File: src/sv/ddipd_pkg.sv
// shared types, widths and reset values for the differential drive pd controller
package ddipd_pkg;

    localparam int DATA_W    = 16;
    localparam int ERR_W     = DATA_W + 1;
    localparam int RAW_W     = 34;
    localparam int TERM_W    = RAW_W - DATA_W;
    localparam int DUTY_W    = 32;
    localparam int SUM_W     = 34;
    localparam int MIR_W     = DATA_W + 2;
    localparam int CFG_IDX_W = 3;
    localparam int S_TDATA_W = 8 * DATA_W;
    localparam int M_TDATA_W = 2 * DUTY_W + 2 * DATA_W;

    localparam logic signed [DATA_W-1:0] KP_LINEAR_RST    = 16'sd256;
    localparam logic signed [DATA_W-1:0] KD_LINEAR_RST    = 16'sd0;
    localparam logic signed [DATA_W-1:0] KP_ANGULAR_RST   = 16'sd256;
    localparam logic signed [DATA_W-1:0] KD_ANGULAR_RST   = 16'sd0;
    localparam logic [DATA_W-1:0]        DUTY_MAX_RST     = 16'd2000;
    localparam logic [DATA_W-1:0]        DUTY_MIN_RST     = 16'd1000;
    localparam logic [DATA_W-1:0]        DUTY_NEUTRAL_RST = 16'd1500;
    localparam logic signed [DUTY_W-1:0] DUTY_STATE_RST   = 32'sd1500;

    typedef enum logic [CFG_IDX_W-1:0] {
        REG_KP_LINEAR    = 3'd0,
        REG_KD_LINEAR    = 3'd1,
        REG_KP_ANGULAR   = 3'd2,
        REG_KD_ANGULAR   = 3'd3,
        REG_DUTY_MAX     = 3'd4,
        REG_DUTY_MIN     = 3'd5,
        REG_DUTY_NEUTRAL = 3'd6
    } reg_idx_t;

    typedef struct packed {
        logic signed [DATA_W-1:0] kp_linear;
        logic signed [DATA_W-1:0] kd_linear;
        logic signed [DATA_W-1:0] kp_angular;
        logic signed [DATA_W-1:0] kd_angular;
        logic [DATA_W-1:0]        duty_max;
        logic [DATA_W-1:0]        duty_min;
        logic [DATA_W-1:0]        duty_neutral;
    } cfg_t;

    // load enables for the two pipeline stages inside a pd term unit
    typedef struct packed {
        logic ld_raw;
        logic ld_term;
    } pd_ctl_t;

endpackage

File: src/sv/ddipd_cfg.sv
// configuration register file: gains and duty limits
module ddipd_cfg
(
    input  logic                                 clk,
    input  logic                                 rst_n,
    input  logic                                 wr_en,
    input  logic [ddipd_pkg::CFG_IDX_W-1:0]      wr_index,
    input  logic [ddipd_pkg::DATA_W-1:0]         wr_data,
    output ddipd_pkg::cfg_t                      cfg
);

    ddipd_pkg::cfg_t cfg_reg;
    ddipd_pkg::cfg_t cfg_next;

    always_comb
    begin
        cfg_next = cfg_reg;
        if (wr_en)
        begin
            case (ddipd_pkg::reg_idx_t'(wr_index))
                ddipd_pkg::REG_KP_LINEAR:    cfg_next.kp_linear    = wr_data;
                ddipd_pkg::REG_KD_LINEAR:    cfg_next.kd_linear    = wr_data;
                ddipd_pkg::REG_KP_ANGULAR:   cfg_next.kp_angular   = wr_data;
                ddipd_pkg::REG_KD_ANGULAR:   cfg_next.kd_angular   = wr_data;
                ddipd_pkg::REG_DUTY_MAX:     cfg_next.duty_max     = wr_data;
                ddipd_pkg::REG_DUTY_MIN:     cfg_next.duty_min     = wr_data;
                ddipd_pkg::REG_DUTY_NEUTRAL: cfg_next.duty_neutral = wr_data;
                default:                     cfg_next = cfg_reg;
            endcase
        end
    end

    always_ff @(posedge clk or negedge rst_n)
    begin
        if (!rst_n)
        begin
            cfg_reg.kp_linear    <= ddipd_pkg::KP_LINEAR_RST;
            cfg_reg.kd_linear    <= ddipd_pkg::KD_LINEAR_RST;
            cfg_reg.kp_angular   <= ddipd_pkg::KP_ANGULAR_RST;
            cfg_reg.kd_angular   <= ddipd_pkg::KD_ANGULAR_RST;
            cfg_reg.duty_max     <= ddipd_pkg::DUTY_MAX_RST;
            cfg_reg.duty_min     <= ddipd_pkg::DUTY_MIN_RST;
            cfg_reg.duty_neutral <= ddipd_pkg::DUTY_NEUTRAL_RST;
        end
        else
        begin
            cfg_reg <= cfg_next;
        end
    end

    assign cfg = cfg_reg;

endmodule

File: config.mk
export PLATFORM = sky130hd
export DESIGN_NAME = ddipd_cfg
export DESIGN_NICKNAME = d
export VERILOG_FILES = /design/src/sv/ddipd_pkg.sv /design/src/sv/ddipd_cfg.sv
export SDC_FILE = /design/constraint.sdc
export NUM_CORES = 1
export LEC_CHECK = 0
export BUFFER_PORTS_ARGS = -buffer_cell sky130_fd_sc_hd__buf_4
export CORE_MARGIN = 1.5
export CORE_UTILIZATION = 47
export CTS_BUF_LIST = sky130_fd_sc_hd__clkbuf_4
export CTS_CLUSTER_SIZE = 20
export DETAILED_ROUTE_END_ITERATION = 7
export PLACE_DENSITY = 0.74
export SYNTH_ARGS = -nofsm -noshare
export SYNTH_HDL_FRONTEND = slang
export SYNTH_SLANG_ARGS = --single-unit
File: constraint.sdc
create_clock -name clk -period 1.8 [get_ports clk]
set_input_delay 0.45 -clock clk [delete_from_list [all_inputs] [get_ports clk]]
set_output_delay 0.45 -clock clk [all_outputs]
set_load 0.01 [all_outputs]
==> metrics.md <==
| Metric | Value |
|---|---|
| Worst EP required | approximately 1.4 ns |
| Die Wd | 99.0 um |
| Wire per inst | roughly 19 um |
| Count of final setup violators | 0 |
| Clock Skew | 0 ns |
| Vias in the first global route | about 2.7k |
| CP delay by family, top | flip-flops |
| Antenna Violating Nets Remaining | 0 |
| Critical Path Stages | 1 |
| Pin count of the biggest net entering global routing | 51 |
| Post-synthesis sequential area ratio | between 60% and 70% |
| Number of buffers and inverters on the critical path | 1 |
| R2r worst-path depth | 1 |
| PostCTS Resize Cnt | 0 |
| Worst Tran Pin Value | between 0.4 and 0.5 ns |
| DR iter-0 viols | 86 |
| Cells after DPL | between 400 and 500 |
| Site Rows | 34 |
| Post-layout net count | between 400 and 500 |
| Via density | 5.25 |
| Clock slew at reported path FFs | approximately 0.17 ns |
| Initial antenna violation count | 0 |
| Setup repair bufs after CTS | 0 |
| TritonCTS clock tree | built |
| Die ar. | slightly below 10,000 um2 |
| Maximum net fanout on the critical path | 2 |
| Cell at the root of the clock tree | clkbuf_4 |
| Top cells by area, synth | dfrtp_1, mux2_2, dfstp_2 |
| Crit Path Class | reg2out |
| Mapped Cells | 245 |
| HP Class | in2reg |
| Achievable Freq | approximately 640 MHz |
| Post-CTS Hold Buffers | 1 |
| Critical Path, Cell by Cell | buf_4 |
| Final min period | around 1.6 ns |
| Number of port buffers | approximately 130 |
| Worst skew pair latency | ~0.43 ns |
| Synth top area share | around 53% |
| Core ar. | 8810 um2 |
| Fin Setup TNS | 0 ns |
| P per Cell Area | around 1200 nW/um2 |
| Antenna Cells | 0 |
| Max FFs per register | between 100 and 150 |
| Warnings, synthesis | 0 |
| Area Overhead vs Synth | 32.3% |
| Routed Wire Length | approximately 9500 um |
| Max Slew Vio Count | 0 |
| GRT Util Overall | between 20% and 30% |
| First-pass GRT wire length | between 15,000 and 20,000 um |
| Syn Nets | roughly 270 |
| Share of cells above drive strength 1 | 76.3% |
| Final GP Congestion | 0.773 |
| Max-cap violations | 0 |
| Synthesis-stage register bit count | between 100 and 150 |
| Failing checks | design-rule violations |
| Via Count | about 2.6k |
| Yosys cell types | 11 |
| I/O pins | between 100 and 150 |
| Cell Area, Synth | ~4300 um2 |
| RSZ-0062 raised after global routing | false |
| Static leakage | approximately 2.7 nW |
| Syn_area_per_cell | 17.7 um2 |
| Grt ovf | 0 |
| CP max-delay cell | dfstp_2 |
| WHS Path Cells | 2 |
| Die Y | between 90 and 100 um |
| Non-Filler Instances | just over 500 |
| Crit end category | primary output |
| CP Launch Type | register |
| Crit path arrival time | between 1 and 1.5 ns |
| Remaining DRCs | 10 |
| Outcome | complete, but fails checks |
| Starting Density | about half |
| Maximum clock path buffer count | 2 |
| Crit share post-route | between 80% and 90% |
| Slew margin rel. | about 70% |
| CTS buffer count | 9 |
| CTS sink cnt | ~110 |
| Fin. Hold Viols | 0 |
| Post-synth top area cell | dfrtp_1 |
| Max incr delay on CP | ~0.57 ns |
| Total iterations of the first detailed-routing run | 8 |
| H-Tree Depth | 3 |
| DP Wirelength | roughly 6800 um |
| Peak VDD IR | 0.538 mV |
where the power goes:
part | internal (W) | leakage, nW | switching, W
Sequential | 0.00314 | 1.31 | 0.000313
Clock | 0.000425 | 0.0700 | 0.000791
Combinational | 0.00117 | 1.31 | 0.000786
layout make-up:
cell class / instances / area (um2)
Fill cell: 648 / 3080
Clock buffer: 9 / 67.6
Clock inverter: 7 / 71.3
Sequential cell: 112 / 2830
Multi-Input combinational cell: 119 / 1440
Tap cell: 108 / 135
Timing Repair Buffer: 149 / 1180
cells in the final DEF (no fill, tap or decap):
cell,synthesis,routed
inv_6,0,1
nand4b_2,3,3
buf_4,1,143
clkinv_1,0,1
dfstp_2,21,21
mux2_4,10,10
clkinvlp_4,0,2
dfrtp_1,91,91
mux2_2,101,101
nor4b_4,1,1
clkinv_2,0,1
clkinv_4,0,1
clkbuf_4,0,9
dlygate4sd3_1,0,1
nor4bb_4,0,3
buf_12,0,5
mux2_1,1,1
bufinv_16,0,1
logic make-up after synthesis:
logic type             synth area share [%]
muxes                                  30.0
and+or+nand+nor                        2.28
DFF                                    65.3
buffers and inverters                  2.40
metal layers:
metal | track usage (%) | wire [um] | vias up
li1 | - | - | 1163
met4 | 4.73 | 111 | 0
met2 | 32.0 | 4460 | 91
met1 | 28.8 | 4180 | 1382
met5 | 0 | 0 | -
met3 | 6.81 | 699 | 11
per-stage QoR:
| step | power (W) | hold slack (ns) | util [%] | area [um2] | setup slack [ns] |
|---|---|---|---|---|---|
| finish | 0.00662 | 0.286 | 65.1 | 5730 | 0.233 |
| global route | 0.00701 | 0.230 | 65.1 | 5730 | 0.130 |
| CTS | 0.00670 | 0.257 | 65.1 | 5730 | 0.191 |
| detailed placement | 0.00549 | 0.419 | 63.4 | 5580 | 0.141 |
| global placement | 0.00544 | 0.419 | 63.4 | 5580 | 0.151 |
| floorplan | 0.00430 | 0.154 | - | 4330 | 0.122 |
worst paths after layout:
check	start	end	slack (ns)
min	wr_data[4]	cfg[20]	0.29
max in group asynchronous	rst_n	cfg[2]	0.65
max	cfg[19]	cfg[19]	0.23
max reg2reg	cfg[48]	cfg[48]	1.00
min in group asynchronous	rst_n	cfg[30]	0.48
min reg2reg	cfg[14]	cfg[14]	0.53
synthesized netlist by cell type, drive strengths merged:
| cell type | n |
|---|---|
| dfrtp | 91 |
| mux2 | 112 |
| nand4b | 3 |
| nor4bb | 3 |
| buf | 14 |
| nor4b | 1 |
| dfstp | 21 |
Power figures use the tool's default switching activity.
