File: config.mk
export PLATFORM = sky130hd
export DESIGN_NAME = ddipd_pd_term
export DESIGN_NICKNAME = d
export VERILOG_FILES = /design/src/sv/ddipd_pkg.sv /design/src/sv/ddipd_pd_term.sv
export SDC_FILE = /design/constraint.sdc
export NUM_CORES = 2
export LEC_CHECK = 0
export ABC_AREA = 1
export ABC_CLOCK_PERIOD_IN_PS = 16960
export BUFFER_PORTS_ARGS = -buffer_cell sky130_fd_sc_hd__buf_4
export CAP_MARGIN = 20
export CORE_MARGIN = 2
export CORE_UTILIZATION = 55
export CTS_CLUSTER_DIAMETER = 40
export DETAILED_ROUTE_END_ITERATION = 8
export GPL_TIMING_DRIVEN = 0
export PLACE_DENSITY_LB_ADDON = 0.3
export SLEW_MARGIN = 20
export SYNTH_ARGS = -nofsm -noshare
export SYNTH_HDL_FRONTEND = slang
export SYNTH_SLANG_ARGS = --single-unit
File: constraint.sdc
create_clock -name clk -period 16.96 [get_ports clk]
set_input_delay 3.392 -clock clk [delete_from_list [all_inputs] [get_ports clk]]
set_output_delay 3.392 -clock clk [all_outputs]
set_load 0.005 [all_outputs]
File: src/sv/ddipd_pkg.sv
// shared types, widths and reset values for the differential drive pd controller
package ddipd_pkg;

    localparam int DATA_W    = 16;
    localparam int ERR_W     = DATA_W + 1;
    localparam int RAW_W     = 34;
    localparam int TERM_W    = RAW_W - DATA_W;
    localparam int DUTY_W    = 32;
    localparam int SUM_W     = 34;
    localparam int MIR_W     = DATA_W + 2;
    localparam int CFG_IDX_W = 3;
    localparam int S_TDATA_W = 8 * DATA_W;
    localparam int M_TDATA_W = 2 * DUTY_W + 2 * DATA_W;

    localparam logic signed [DATA_W-1:0] KP_LINEAR_RST    = 16'sd256;
    localparam logic signed [DATA_W-1:0] KD_LINEAR_RST    = 16'sd0;
    localparam logic signed [DATA_W-1:0] KP_ANGULAR_RST   = 16'sd256;
    localparam logic signed [DATA_W-1:0] KD_ANGULAR_RST   = 16'sd0;
    localparam logic [DATA_W-1:0]        DUTY_MAX_RST     = 16'd2000;
    localparam logic [DATA_W-1:0]        DUTY_MIN_RST     = 16'd1000;
    localparam logic [DATA_W-1:0]        DUTY_NEUTRAL_RST = 16'd1500;
    localparam logic signed [DUTY_W-1:0] DUTY_STATE_RST   = 32'sd1500;

    typedef enum logic [CFG_IDX_W-1:0] {
        REG_KP_LINEAR    = 3'd0,
        REG_KD_LINEAR    = 3'd1,
        REG_KP_ANGULAR   = 3'd2,
        REG_KD_ANGULAR   = 3'd3,
        REG_DUTY_MAX     = 3'd4,
        REG_DUTY_MIN     = 3'd5,
        REG_DUTY_NEUTRAL = 3'd6
    } reg_idx_t;

    typedef struct packed {
        logic signed [DATA_W-1:0] kp_linear;
        logic signed [DATA_W-1:0] kd_linear;
        logic signed [DATA_W-1:0] kp_angular;
        logic signed [DATA_W-1:0] kd_angular;
        logic [DATA_W-1:0]        duty_max;
        logic [DATA_W-1:0]        duty_min;
        logic [DATA_W-1:0]        duty_neutral;
    } cfg_t;

    // load enables for the two pipeline stages inside a pd term unit
    typedef struct packed {
        logic ld_raw;
        logic ld_term;
    } pd_ctl_t;

endpackage

File: src/sv/ddipd_pd_term.sv
// one pd term: kp*(target-measured) - kd*accel, then q16.16 product scaled down toward zero
module ddipd_pd_term
(
    input  logic                                  clk,
    input  ddipd_pkg::pd_ctl_t                    ctl,
    input  logic signed [ddipd_pkg::DATA_W-1:0]   kp,
    input  logic signed [ddipd_pkg::DATA_W-1:0]   kd,
    input  logic signed [ddipd_pkg::DATA_W-1:0]   target,
    input  logic signed [ddipd_pkg::DATA_W-1:0]   measured,
    input  logic signed [ddipd_pkg::DATA_W-1:0]   accel,
    output logic signed [ddipd_pkg::TERM_W-1:0]   term
);

    localparam int ERR_W  = ddipd_pkg::ERR_W;
    localparam int RAW_W  = ddipd_pkg::RAW_W;
    localparam int PROD_P_W = ddipd_pkg::DATA_W + ERR_W;
    localparam int PROD_D_W = 2 * ddipd_pkg::DATA_W;
    localparam int FRAC_W = ddipd_pkg::DATA_W;

    logic signed [ERR_W-1:0]    err;
    logic signed [PROD_P_W-1:0] prod_p;
    logic signed [PROD_D_W-1:0] prod_d;
    logic signed [RAW_W-1:0]    raw_next;
    logic signed [RAW_W-1:0]    raw_reg;
    logic signed [RAW_W-1:0]    raw_adj;
    logic signed [ddipd_pkg::TERM_W-1:0] term_next;
    logic signed [ddipd_pkg::TERM_W-1:0] term_reg;

    assign err      = ERR_W'(target) - ERR_W'(measured);
    assign prod_p   = PROD_P_W'(kp) * PROD_P_W'(err);
    assign prod_d   = PROD_D_W'(kd) * PROD_D_W'(accel);
    assign raw_next = RAW_W'(prod_p) - RAW_W'(prod_d);

    // bias negative values by one lsb less than the divisor so the shift truncates toward zero
    assign raw_adj   = raw_reg + (raw_reg[RAW_W-1] ? RAW_W'((1 << FRAC_W) - 1) : RAW_W'(0));
    assign term_next = raw_adj[RAW_W-1:FRAC_W];

    always_ff @(posedge clk)
    begin
        if (ctl.ld_raw)
        begin
            raw_reg <= raw_next;
        end
        if (ctl.ld_term)
        begin
            term_reg <= term_next;
        end
    end

    assign term = term_reg;

endmodule

==> results by stage <==
Floorplanning:
- The number of ports placed on the die boundary is 101.
- The die covers 0.04840 mm^2.
- The core area is 0.04626 mm^2.
- The site row count is 79.
- The effective utilization at floorplan is 55.47%.
- The horizontal die dimension is 220.0 um.
- The floorplan step set the die height to 220.0 um.

Finish:
- The flip-flop count of the largest register after layout is 34.
- The leading cell type in the layout, fill and taps excluded is inv_1.
- The library cells used most frequently in the layout, excluding fill and tap cells, are inv_1 (910), nand2_1 (615), fa_1 (610), nor2_1 (270), ha_1 (196).
- The utilization after layout is 58.50%.
- After filler insertion, the fill cell instance count of the layout stands at 4,316.
- The number of nets in the layout is 4,061.
- In the final layout, the share of cells above drive strength 1 is 4.885%.
- From synthesis to final layout, the design area changed by 5.461%.

Clock network:
- The clock tree from TritonCTS is built.
- Counting the buffers created by CTS gives 5.
- Once the clock tree was built, the setup fixing pass inserted 0 buffers.
- Clock-pin slew was measured on the worst setup and hold paths at 0.08 ns.
- The later pin in the worst-skew pair is clocked with a latency of 0.30 ns.
- For this design, the CTS-stage hold fixing added 0 buffers.
- The count of cells resized by post-cts repair is 0.
- The clock sink count is 52.
- The cell sitting at the root of the clock tree is a clkbuf_16.
- The longest clock path from root to sink contains 2 buffers.
- The number of H-tree branching levels is 2.

Route:
- In the routed layout, each cell is associated on average with a via count of 5.207.
- The count of unresolved DRC violations after routing is 0.
- The first-pass iteration count of the detailed router is 5.
- The via total after detailed routing is 19,686.
- The wire length on met1 is 26.81 mm.
- The routed design uses 3.584 mm of met3 wire.
- The routed design uses 38.32 mm of met2 wire.
- The remaining antenna violation count after routing is 0.
- The wire length reported by the detailed router is 72.99 mm.
- The topmost layer with routed signal wires is met5.
- The number of violations reported at the end of detailed-routing iteration 0 is 1,289.
- The average wire per cell in the routed design is 19.30 um.

Timing:
- The number of slew-limit violations in the final report came to 0.
- The final worst clock skew is 0.009113 ns.
- The least setup slack across all paths after layout is 3.837 ns.
- The final-layout worst hold slack is 0.5820 ns.
- After routing, the total negative slack on setup checks comes to 0 ns.
- Setup repair after global routing left no endpoint under its margin.
- For the pin with the worst max-slew slack, the measured transition is 0.9368 ns.
- For this run, the top clock speed supported by timing is 76.20 MHz.
- The final count of hold timing violations came to 0.
- The routed design could run at a clock period as short as 13.12 ns.
- The number of failing setup endpoints in the final timing report is 0.
- The final period utilization is 77.38%.
- The worst relative slew slack is 37.48%.

Yosys:
- In the synthesized netlist the dominant register cell turns out to be edfxtp_1.
- In this run the cell area of the synthesized design comes to 0.02566 mm^2.
- The count of yosys warnings during synthesis is 0.
- The number of enable flip-flop cells after synthesis is 52.
- The count of different cell masters after synthesis is 44.
- The post-synthesis sequential area ratio is 6.085%.
- The cell count after synthesis is 3,100.
- The number of register bits inferred by synthesis is 52.
- A synthesized cell averages 8.278 um^2.
- The net count after synthesis is 3,989.
- The async set or reset register ratio after synthesis is 0%.

Placed design:
- At the end of routability-driven placement, the weighted congestion stood at 0.9870.
- The post-placement setup slack is 3.618 ns.
- The half-perimeter wire length after placement is 65.80 mm.
- The number of buffers added on ports is 65.

Setup path:
- The sort of element at the end of the critical path is a flip-flop.
- The critical path's most frequent cell is fa_1.
- At the worst endpoint, the arrival time is 13.08 ns.
- The origin of the critical flop-to-flop path is raw_reg[33].
- For this design, the slowest cell found on the critical path is fa_1.
- The critical path is of the in2reg type.
- In this run the worst path has a maximum fanout of 11.
- The biggest cell delay along the critical path is 0.95 ns.
- For the worst flop-to-flop path, the logic depth is 12.
- STA puts the critical path data required time at 16.92 ns.
- The reg-to-reg critical path endpoint is term[2].
- STA classifies the critical path startpoint as an input pin.
- The setup slack on the worst flop-to-flop path is 14.37 ns.

Hold path:
- The worst hold path terminates at term[16].
- The cell count of the worst hold path is 2.
- In this run the worst hold path is classified as reg2reg.
- In this run the most critical hold path is launched from raw_reg[32].

Global route:
- The number of global-route vias before repair came to 21,141.
- The first-pass GRT wire length is 113.6 mm.
- After global routing the overflow that remains totals 0.
- Entering global routing, the biggest net connects 35 pins.
- Global routing used 31.82% of the available tracks.
- The number of antenna violations at the first check in global routing is 3.

Run status:
- The run finished with clean final reports.

Flow run:
- Max-cap violations in this run came to 0.
-- Yosys cell counts (3+ instances only) --
library cell,number,share of area (%)
o211ai_1,3,0.088
buf_2,5,0.097
nor2_4,20,0.88
nand2_1,615,9.0
nor4_1,3,0.073
xnor2_1,9,0.31
o21ai_1,7,0.14
nand2_4,4,0.18
o21ai_0,30,0.59
inv_2,4,0.058
a21oi_1,63,1.2
nand4_1,11,0.27
buf_1,5,0.073
nor3_1,18,0.35
inv_1,910,13
xor2_1,28,0.96
ha_1,196,9.6
nand3_2,6,0.23
nor2_1,270,3.9
edfxtp_1,52,6.1
or2_2,4,0.097
nor2_2,11,0.27
clkinv_1,3,0.044
clkbuf_1,77,1.1
and3_1,5,0.12
o21bai_1,8,0.23
nand2_2,12,0.29
fa_1,610,48
nand3b_1,9,0.26
nand3_1,72,1.4
a21o_1,8,0.23
-- cell type report --
class	instances	area, um^2	area share (%)
diodes	1	2.502	0.009246
plain buffers	93	410.4	1.516
clock buffers	5	125.1	0.4623
clock inverters	3	26.28	0.09709
inverters	917	3442	12.72
multi-input cells	2038	20250	74.82
flip-flops and latches	52	1562	5.770
well taps	607	759.5	2.806
repair buffers	65	488.0	1.803
-- routing by layer --
metal,up-vias,GRT usage (%)
met5,-,0
met3,171,2.774
met1,9885,37.53
li1,9006,-
met4,4,16.09
met2,620,57.97
-- worst max-delay path, delay by kind of cell --
family | cells | cell delay, ns
buffers and inverters | 10 | 0.91
AOI/OAI and AO/OA | 4 | 1.77
and+or+nand+nor | 11 | 1.27
adders and majority gates | 11 | 5.72
-- per-stage QoR --
stage | cells | cell area (um^2)
4_1_cts | 3780 | 27060
5_1_grt | 3780 | 27060
3_3_place_gp | 3772 | 26910
3_5_place_dp | 3772 | 26910
2_1_floorplan | 3100 | 25660
6_report | 3781 | 27060
-- how the worst max path moves through the flow --
stage / to / slack (ns) / from
finish: raw_reg[33] / 3.84 / target[0]
global route: raw_reg[33] / 3.33 / target[0]
CTS: raw_reg[33] / 3.92 / target[0]
global placement: raw_reg[33] / 3.67 / target[0]
detailed placement: raw_reg[33] / 3.62 / target[0]
floorplan: raw_reg[33] / 6.09 / target[0]
-- cells by family (layout without fill, tap and decap cells) --
group / after synthesis / count (layout) / synth area share [%]
buf+inv: 1010 / 1083 / 15.01
fa+ha+maj: 806 / 806 / 57.14
flops: 52 / 52 / 6.085
other cells: 0 / 1 / 0
simple gates: 1066 / 1066 / 17.59
compound gates: 127 / 127 / 2.779
xor+xnor: 39 / 39 / 1.390
Power is left out: the tool's default activity adds up to more than one toggle a clock period on the data nets, which glitch-free logic cannot reach.
