## src/sv/ddipd_pkg.sv

```systemverilog
// shared types, widths and reset values for the differential drive pd controller
package ddipd_pkg;

    localparam int DATA_W    = 16;
    localparam int ERR_W     = DATA_W + 1;
    localparam int RAW_W     = 34;
    localparam int TERM_W    = RAW_W - DATA_W;
    localparam int DUTY_W    = 32;
    localparam int SUM_W     = 34;
    localparam int MIR_W     = DATA_W + 2;
    localparam int CFG_IDX_W = 3;
    localparam int S_TDATA_W = 8 * DATA_W;
    localparam int M_TDATA_W = 2 * DUTY_W + 2 * DATA_W;

    localparam logic signed [DATA_W-1:0] KP_LINEAR_RST    = 16'sd256;
    localparam logic signed [DATA_W-1:0] KD_LINEAR_RST    = 16'sd0;
    localparam logic signed [DATA_W-1:0] KP_ANGULAR_RST   = 16'sd256;
    localparam logic signed [DATA_W-1:0] KD_ANGULAR_RST   = 16'sd0;
    localparam logic [DATA_W-1:0]        DUTY_MAX_RST     = 16'd2000;
    localparam logic [DATA_W-1:0]        DUTY_MIN_RST     = 16'd1000;
    localparam logic [DATA_W-1:0]        DUTY_NEUTRAL_RST = 16'd1500;
    localparam logic signed [DUTY_W-1:0] DUTY_STATE_RST   = 32'sd1500;

    typedef enum logic [CFG_IDX_W-1:0] {
        REG_KP_LINEAR    = 3'd0,
        REG_KD_LINEAR    = 3'd1,
        REG_KP_ANGULAR   = 3'd2,
        REG_KD_ANGULAR   = 3'd3,
        REG_DUTY_MAX     = 3'd4,
        REG_DUTY_MIN     = 3'd5,
        REG_DUTY_NEUTRAL = 3'd6
    } reg_idx_t;

    typedef struct packed {
        logic signed [DATA_W-1:0] kp_linear;
        logic signed [DATA_W-1:0] kd_linear;
        logic signed [DATA_W-1:0] kp_angular;
        logic signed [DATA_W-1:0] kd_angular;
        logic [DATA_W-1:0]        duty_max;
        logic [DATA_W-1:0]        duty_min;
        logic [DATA_W-1:0]        duty_neutral;
    } cfg_t;

    // load enables for the two pipeline stages inside a pd term unit
    typedef struct packed {
        logic ld_raw;
        logic ld_term;
    } pd_ctl_t;

endpackage

```

## src/sv/ddipd_accum.sv

```systemverilog
// duty accumulators: add pd terms, saturate, clamp, mirror and register the result
module ddipd_accum
(
    input  logic                                  clk,
    input  logic                                  rst_n,
    input  ddipd_pkg::cfg_t                       cfg,
    input  logic                                  ld,
    input  logic signed [ddipd_pkg::TERM_W-1:0]   lin_l,
    input  logic signed [ddipd_pkg::TERM_W-1:0]   lin_r,
    input  logic signed [ddipd_pkg::TERM_W-1:0]   ang,
    input  logic                                  manual,
    output logic signed [ddipd_pkg::DUTY_W-1:0]   left_sum,
    output logic signed [ddipd_pkg::DUTY_W-1:0]   right_sum,
    output logic [ddipd_pkg::DATA_W-1:0]          left_compare,
    output logic [ddipd_pkg::DATA_W-1:0]          right_compare,
    output logic                                  drive_valid
);

    localparam int DUTY_W = ddipd_pkg::DUTY_W;
    localparam int SUM_W  = ddipd_pkg::SUM_W;
    localparam int DATA_W = ddipd_pkg::DATA_W;
    localparam int MIR_W  = ddipd_pkg::MIR_W;
    localparam int CMP_W  = DUTY_W + 1;

    logic signed [DUTY_W-1:0] left_duty_reg;
    logic signed [DUTY_W-1:0] right_duty_reg;
    logic signed [DUTY_W-1:0] left_duty_next;
    logic signed [DUTY_W-1:0] right_duty_next;

    logic signed [SUM_W-1:0]  sum_l;
    logic signed [SUM_W-1:0]  sum_r;
    logic signed [DUTY_W-1:0] sat_l;
    logic signed [DUTY_W-1:0] sat_r;
    logic [DATA_W-1:0]        clamp_l;
    logic [DATA_W-1:0]        clamp_r;
    logic signed [MIR_W-1:0]  mir;
    logic [DATA_W-1:0]        mir_sat;

    logic signed [DUTY_W-1:0] left_sum_reg;
    logic signed [DUTY_W-1:0] right_sum_reg;
    logic [DATA_W-1:0]        left_cmp_reg;
    logic [DATA_W-1:0]        right_cmp_reg;
    logic                     drive_valid_reg;
    logic [DATA_W-1:0]        left_cmp_next;
    logic [DATA_W-1:0]        right_cmp_next;

    function automatic logic signed [DUTY_W-1:0] sat32(input logic signed [SUM_W-1:0] v);
        logic signed [DUTY_W-1:0] r;
        if (v[SUM_W-1:DUTY_W-1] == '0 || v[SUM_W-1:DUTY_W-1] == '1)
        begin
            r = v[DUTY_W-1:0];
        end
        else if (v[SUM_W-1])
        begin
            r = {1'b1, {(DUTY_W-1){1'b0}}};
        end
        else
        begin
            r = {1'b0, {(DUTY_W-1){1'b1}}};
        end
        return r;
    endfunction

    // min tested first and also taken whenever max is below min, so min wins when the limits cross
    function automatic logic [DATA_W-1:0] clamp_duty(input logic signed [DUTY_W-1:0] v,
                                                     input logic [DATA_W-1:0] hi,
                                                     input logic [DATA_W-1:0] lo);
        logic signed [CMP_W-1:0] v_ext;
        logic signed [CMP_W-1:0] hi_ext;
        logic signed [CMP_W-1:0] lo_ext;
        logic [DATA_W-1:0]       r;
        v_ext  = CMP_W'(v);
        hi_ext = CMP_W'(hi);
        lo_ext = CMP_W'(lo);
        if (v_ext < lo_ext || hi < lo)
        begin
            r = lo;
        end
        else if (v_ext > hi_ext)
        begin
            r = hi;
        end
        else
        begin
            r = v[DATA_W-1:0];
        end
        return r;
    endfunction

    assign sum_l = SUM_W'(left_duty_reg) + SUM_W'(lin_l) - SUM_W'(ang);
    assign sum_r = SUM_W'(right_duty_reg) + SUM_W'(lin_r) + SUM_W'(ang);
    assign sat_l = sat32(sum_l);
    assign sat_r = sat32(sum_r);

    assign clamp_l = clamp_duty(sat_l, cfg.duty_max, cfg.duty_min);
    assign clamp_r = clamp_duty(sat_r, cfg.duty_max, cfg.duty_min);

    // right side mirrored about neutral, held to the 16 bit compare range
    assign mir = {1'b0, cfg.duty_neutral, 1'b0} - MIR_W'({1'b0, clamp_r});

    always_comb
    begin
        if (mir[MIR_W-1])
        begin
            mir_sat = '0;
        end
        else if (mir[MIR_W-2])
        begin
            mir_sat = '1;
        end
        else
        begin
            mir_sat = mir[DATA_W-1:0];
        end
    end

    always_comb
    begin
        if (manual)
        begin
            left_duty_next  = DUTY_W'(cfg.duty_neutral);
            right_duty_next = DUTY_W'(cfg.duty_neutral);
            left_cmp_next   = '0;
            right_cmp_next  = '0;
        end
        else
        begin
            left_duty_next  = DUTY_W'(clamp_l);
            right_duty_next = DUTY_W'(clamp_r);
            left_cmp_next   = clamp_l;
            right_cmp_next  = mir_sat;
        end
    end

    always_ff @(posedge clk or negedge rst_n)
    begin
        if (!rst_n)
        begin
            left_duty_reg  <= ddipd_pkg::DUTY_STATE_RST;
            right_duty_reg <= ddipd_pkg::DUTY_STATE_RST;
        end
        else if (ld)
        begin
            left_duty_reg  <= left_duty_next;
            right_duty_reg <= right_duty_next;
        end
    end

    always_ff @(posedge clk)
    begin
        if (ld)
        begin
            left_sum_reg    <= sat_l;
            right_sum_reg   <= sat_r;
            left_cmp_reg    <= left_cmp_next;
            right_cmp_reg   <= right_cmp_next;
            drive_valid_reg <= ~manual;
        end
    end

    assign left_sum      = left_sum_reg;
    assign right_sum     = right_sum_reg;
    assign left_compare  = left_cmp_reg;
    assign right_compare = right_cmp_reg;
    assign drive_valid   = drive_valid_reg;

endmodule

```

## config.mk

```make
export PLATFORM = sky130hd
export DESIGN_NAME = ddipd_accum
export DESIGN_NICKNAME = d
export VERILOG_FILES = /design/src/sv/ddipd_pkg.sv /design/src/sv/ddipd_accum.sv
export SDC_FILE = /design/constraint.sdc
export NUM_CORES = 1
export LEC_CHECK = 0
export BUFFER_PORTS_ARGS = -buffer_cell sky130_fd_sc_hd__buf_2
export CORE_MARGIN = 4
export CORE_UTILIZATION = 55
export DETAILED_ROUTE_END_ITERATION = 7
export PLACE_DENSITY = 0.85
export SYNTH_ARGS = -nofsm -noshare
export SYNTH_HDL_FRONTEND = slang
export SYNTH_SLANG_ARGS = --single-unit
```

## constraint.sdc

```tcl
create_clock -name clk -period 9 [get_ports clk]
set_clock_uncertainty 0.05 [all_clocks]
set_input_delay 1.8 -clock clk [delete_from_list [all_inputs] [get_ports clk]]
set_output_delay 1.8 -clock clk [all_outputs]
set_load 0.005 [all_outputs]
```

==> results.ini <==
[synthesis]
ys_types=91
ys_seq_area_frac=0.293
syn_area_um2=10300
synth_simple_gate_area_frac=0.110
ys_seq_elements=105
syn-instance-count=1090
synth_area_per_cell_um2=9.44
synth_edf_count=73
synth_top_area_share=0.213
synthXorXnorAreaFrac=0.0383
synth_top_cell_by_area=edfxtp_1
async_reset_ff_frac=0.305
yosys_warnings=0
synthMuxAreaShare=0.0244
synth_adder_area_share=0.224
synth_fp_nets=1422
synth-main-ff-cell=edfxtp_1
synth-compound-area-share=0.232
synth_top_family_by_area=compound AO/OA/AOI/OAI gates
ys_top_cells_by_area=edfxtp_1 (21%), ha_1 (16%), fa_1 (6.6%)

[timing]
rsz0062_at_grt=no
max_freq_mhz=116
maxSlewViolCount=0
fin_crit_sh=0.956
finalSetupTns_ns=0
setup_viol=0
hold_slack_ns=0.451
layout_setup_ws_ns=0.396
fin_crit_ns=8.60
hold_violations=0
tightestPinTransition_ns=1.04
maxSlewHeadroom=0.299

[final_layout]
seqCellArea_um2=3010
nFillCells=1469
drive_above_1_share=0.242
multiInputGateArea_um2=6470
area_growth_pct=14.6
nets=1604

[critical_path]
crit_family=compound AO/OA/AOI/OAI gates
crit_slowest_cell=fa_1
critical_path_class=in2reg
timing.rr.start=right_duty_reg[1]
crit_arrival_ns=8.67
worst-path-max-fanout=9
endpoint_kind=flip-flop
path_buf_inv=3
cp-startpoint=lin_r[1]
max_stage_delay_ns=0.47
crit_required_ns=9.07
startpoint_type=primary input

[floorplanning]
dieHeight_um=145
rows=49
ios=267
initial_core_util=0.567
dieArea_um2=21000
die_w_um=145
core_area_um2=18100

[drt]
routed_wl_um=31800
via_per_inst=6.22
first_iter_violations=1043
firstDrtPassIters=6
vias=9379
drtAntennaViolNets=0
drc=0
avgRoutedWirePerCell_um=21.1

[grt]
grt-ovfl-total=0
antenna_found_initial=2
grt_max_degree=75
grt_pass1_wl_um=48900
grt_pass1_vias=8914
grt_usage=0.305

[worst_hold_path]
hp-start=right_duty_reg[6]
hp-class=reg2reg

[run]
drv_cap=0

[power]
power_mw=3.33
peakVddDrop_mv=0.138
p_leak_nw=5.61
p_per_area_nw_per_um2=282

[clock_network]
postCtsHoldBufs=0
clkTransAtPathRegs_ns=0.07
clock_path_buffers=2
cts_tree=yes
numCtsBuffers=9
cts_htree_levels=3
clk_latency_ns=0.37
clockRootBuffer=clkbuf_16
clock_sinks=105

[placed_design]
place_hpwl_um=25800
gp_congestion=0.990
portBuffers=202
post-place-ws_ns=0.143

[outcome]
status=finished, final reports clean

==> Yosys cell counts, types with 16 or more instances <==
cell type,n
xor2_1,16
a21oi_1,117
inv_1,122
nand2_1,49
o21ai_0,58
buf_4,27
nor2_1,59
a221oi_1,17
dfrtp_1,18
mux2i_1,24
fa_1,34
edfxtp_1,73
clkbuf_1,24
nand4_1,16
xnor2_1,29
ha_1,128
nand3_1,25
a21o_1,35
==> area by class of cell <==
cell class | count | share of cell area
Antenna cell | 2 | 0.000424
Multi-Input combinational cell | 803 | 0.548
Inverter | 122 | 0.0388
Timing Repair Buffer | 231 | 0.107
Tap cell | 229 | 0.0243
Clock buffer | 12 | 0.0219
Clock inverter | 4 | 0.00435
Sequential cell | 105 | 0.255
==> metrics by stage <==
stage,util,instance area (um2),cells
2_1_floorplan,-,10300,1090
3_3_place_gp,0.632,11500,1490
3_5_place_dp,0.632,11500,1490
4_1_cts,0.649,11800,1506
5_1_grt,0.650,11800,1507
6_report,0.650,11800,1508
==> final timing paths <==
path	endpoint	slack, ns	depth (start not counted)
worst max register to register	right_compare[15]	1.57	31
worst min register to register	right_duty_reg[6]	0.45	2
min in group asynchronous	right_duty_reg[1]	1.47	1
max in group asynchronous	left_duty_reg[9]	6.92	1
worst max-delay path	right_compare[15]	0.40	32
worst min-delay path	right_duty_reg[6]	0.45	2
==> layout by cell type, fill, tap and decap left out, types with 9 or more instances in the layout <==
| cell | netlist | layout |
|---|---|---|
| xnor2_1 | 29 | 29 |
| clkbuf_16 | 0 | 10 |
| inv_1 | 122 | 122 |
| a21oi_2 | 13 | 13 |
| mux2i_1 | 24 | 24 |
| fa_1 | 34 | 34 |
| ha_1 | 128 | 128 |
| dfrtp_1 | 18 | 18 |
| o21a_1 | 14 | 14 |
| nand2_1 | 49 | 49 |
| nand3b_1 | 10 | 10 |
| nor3_1 | 9 | 9 |
| edfxtp_1 | 73 | 73 |
| nand4_1 | 16 | 16 |
| a21o_1 | 35 | 35 |
| o21ai_0 | 58 | 57 |
| a21oi_1 | 117 | 117 |
| buf_2 | 7 | 201 |
| xor2_1 | 16 | 16 |
| o21bai_1 | 13 | 13 |
| nand3_1 | 25 | 25 |
| a221oi_1 | 17 | 17 |
| dfstp_2 | 14 | 14 |
| nor2_1 | 59 | 59 |
| buf_4 | 27 | 28 |
==> kinds of logic (layout without fill, tap and decap cells) <==
group	after synthesis	after routing
compound gates	350	350
xor+xnor	45	45
fa+ha+maj	164	164
buf+inv	182	369
flops	105	105
mux	25	25
other cells	0	2
simple gates	219	219
==> power by group <==
group	internal, mW	switching, mW	leakage, nW
Combinational	0.871	1.29	4.39
Clock	0.233	0.188	0.148
Sequential	0.702	0.0458	1.07
==> repair_timing <==
action,CTS,global route
gates resized for setup,0,1
buffers inserted,0,0
endpoints found under the setup margin,0,3
endpoints found under the hold margin,0,0
==> per-layer routing <==
| layer | up-vias | wire length (um) | share of wire | track usage |
|---|---|---|---|---|
| li1 | 4313 | - | - | - |
| met1 | 4445 | 12900 | 0.41 | 0.430 |
| met2 | 547 | 14600 | 0.46 | 0.476 |
| met3 | 72 | 3290 | 0.10 | 0.0526 |
| met4 | 2 | 946 | 0.030 | 0.104 |
| met5 | - | 13 | 0.00041 | 0 |
==> worst min-delay path: cells and delay by family (launching register included) <==
family / cells / cell delay, ns
AOI/OAI and AO/OA: 1 / 0.05
DFF: 1 / 0.38
and+or+nand+nor: 1 / 0.08
(Power assumes the default switching activity.)
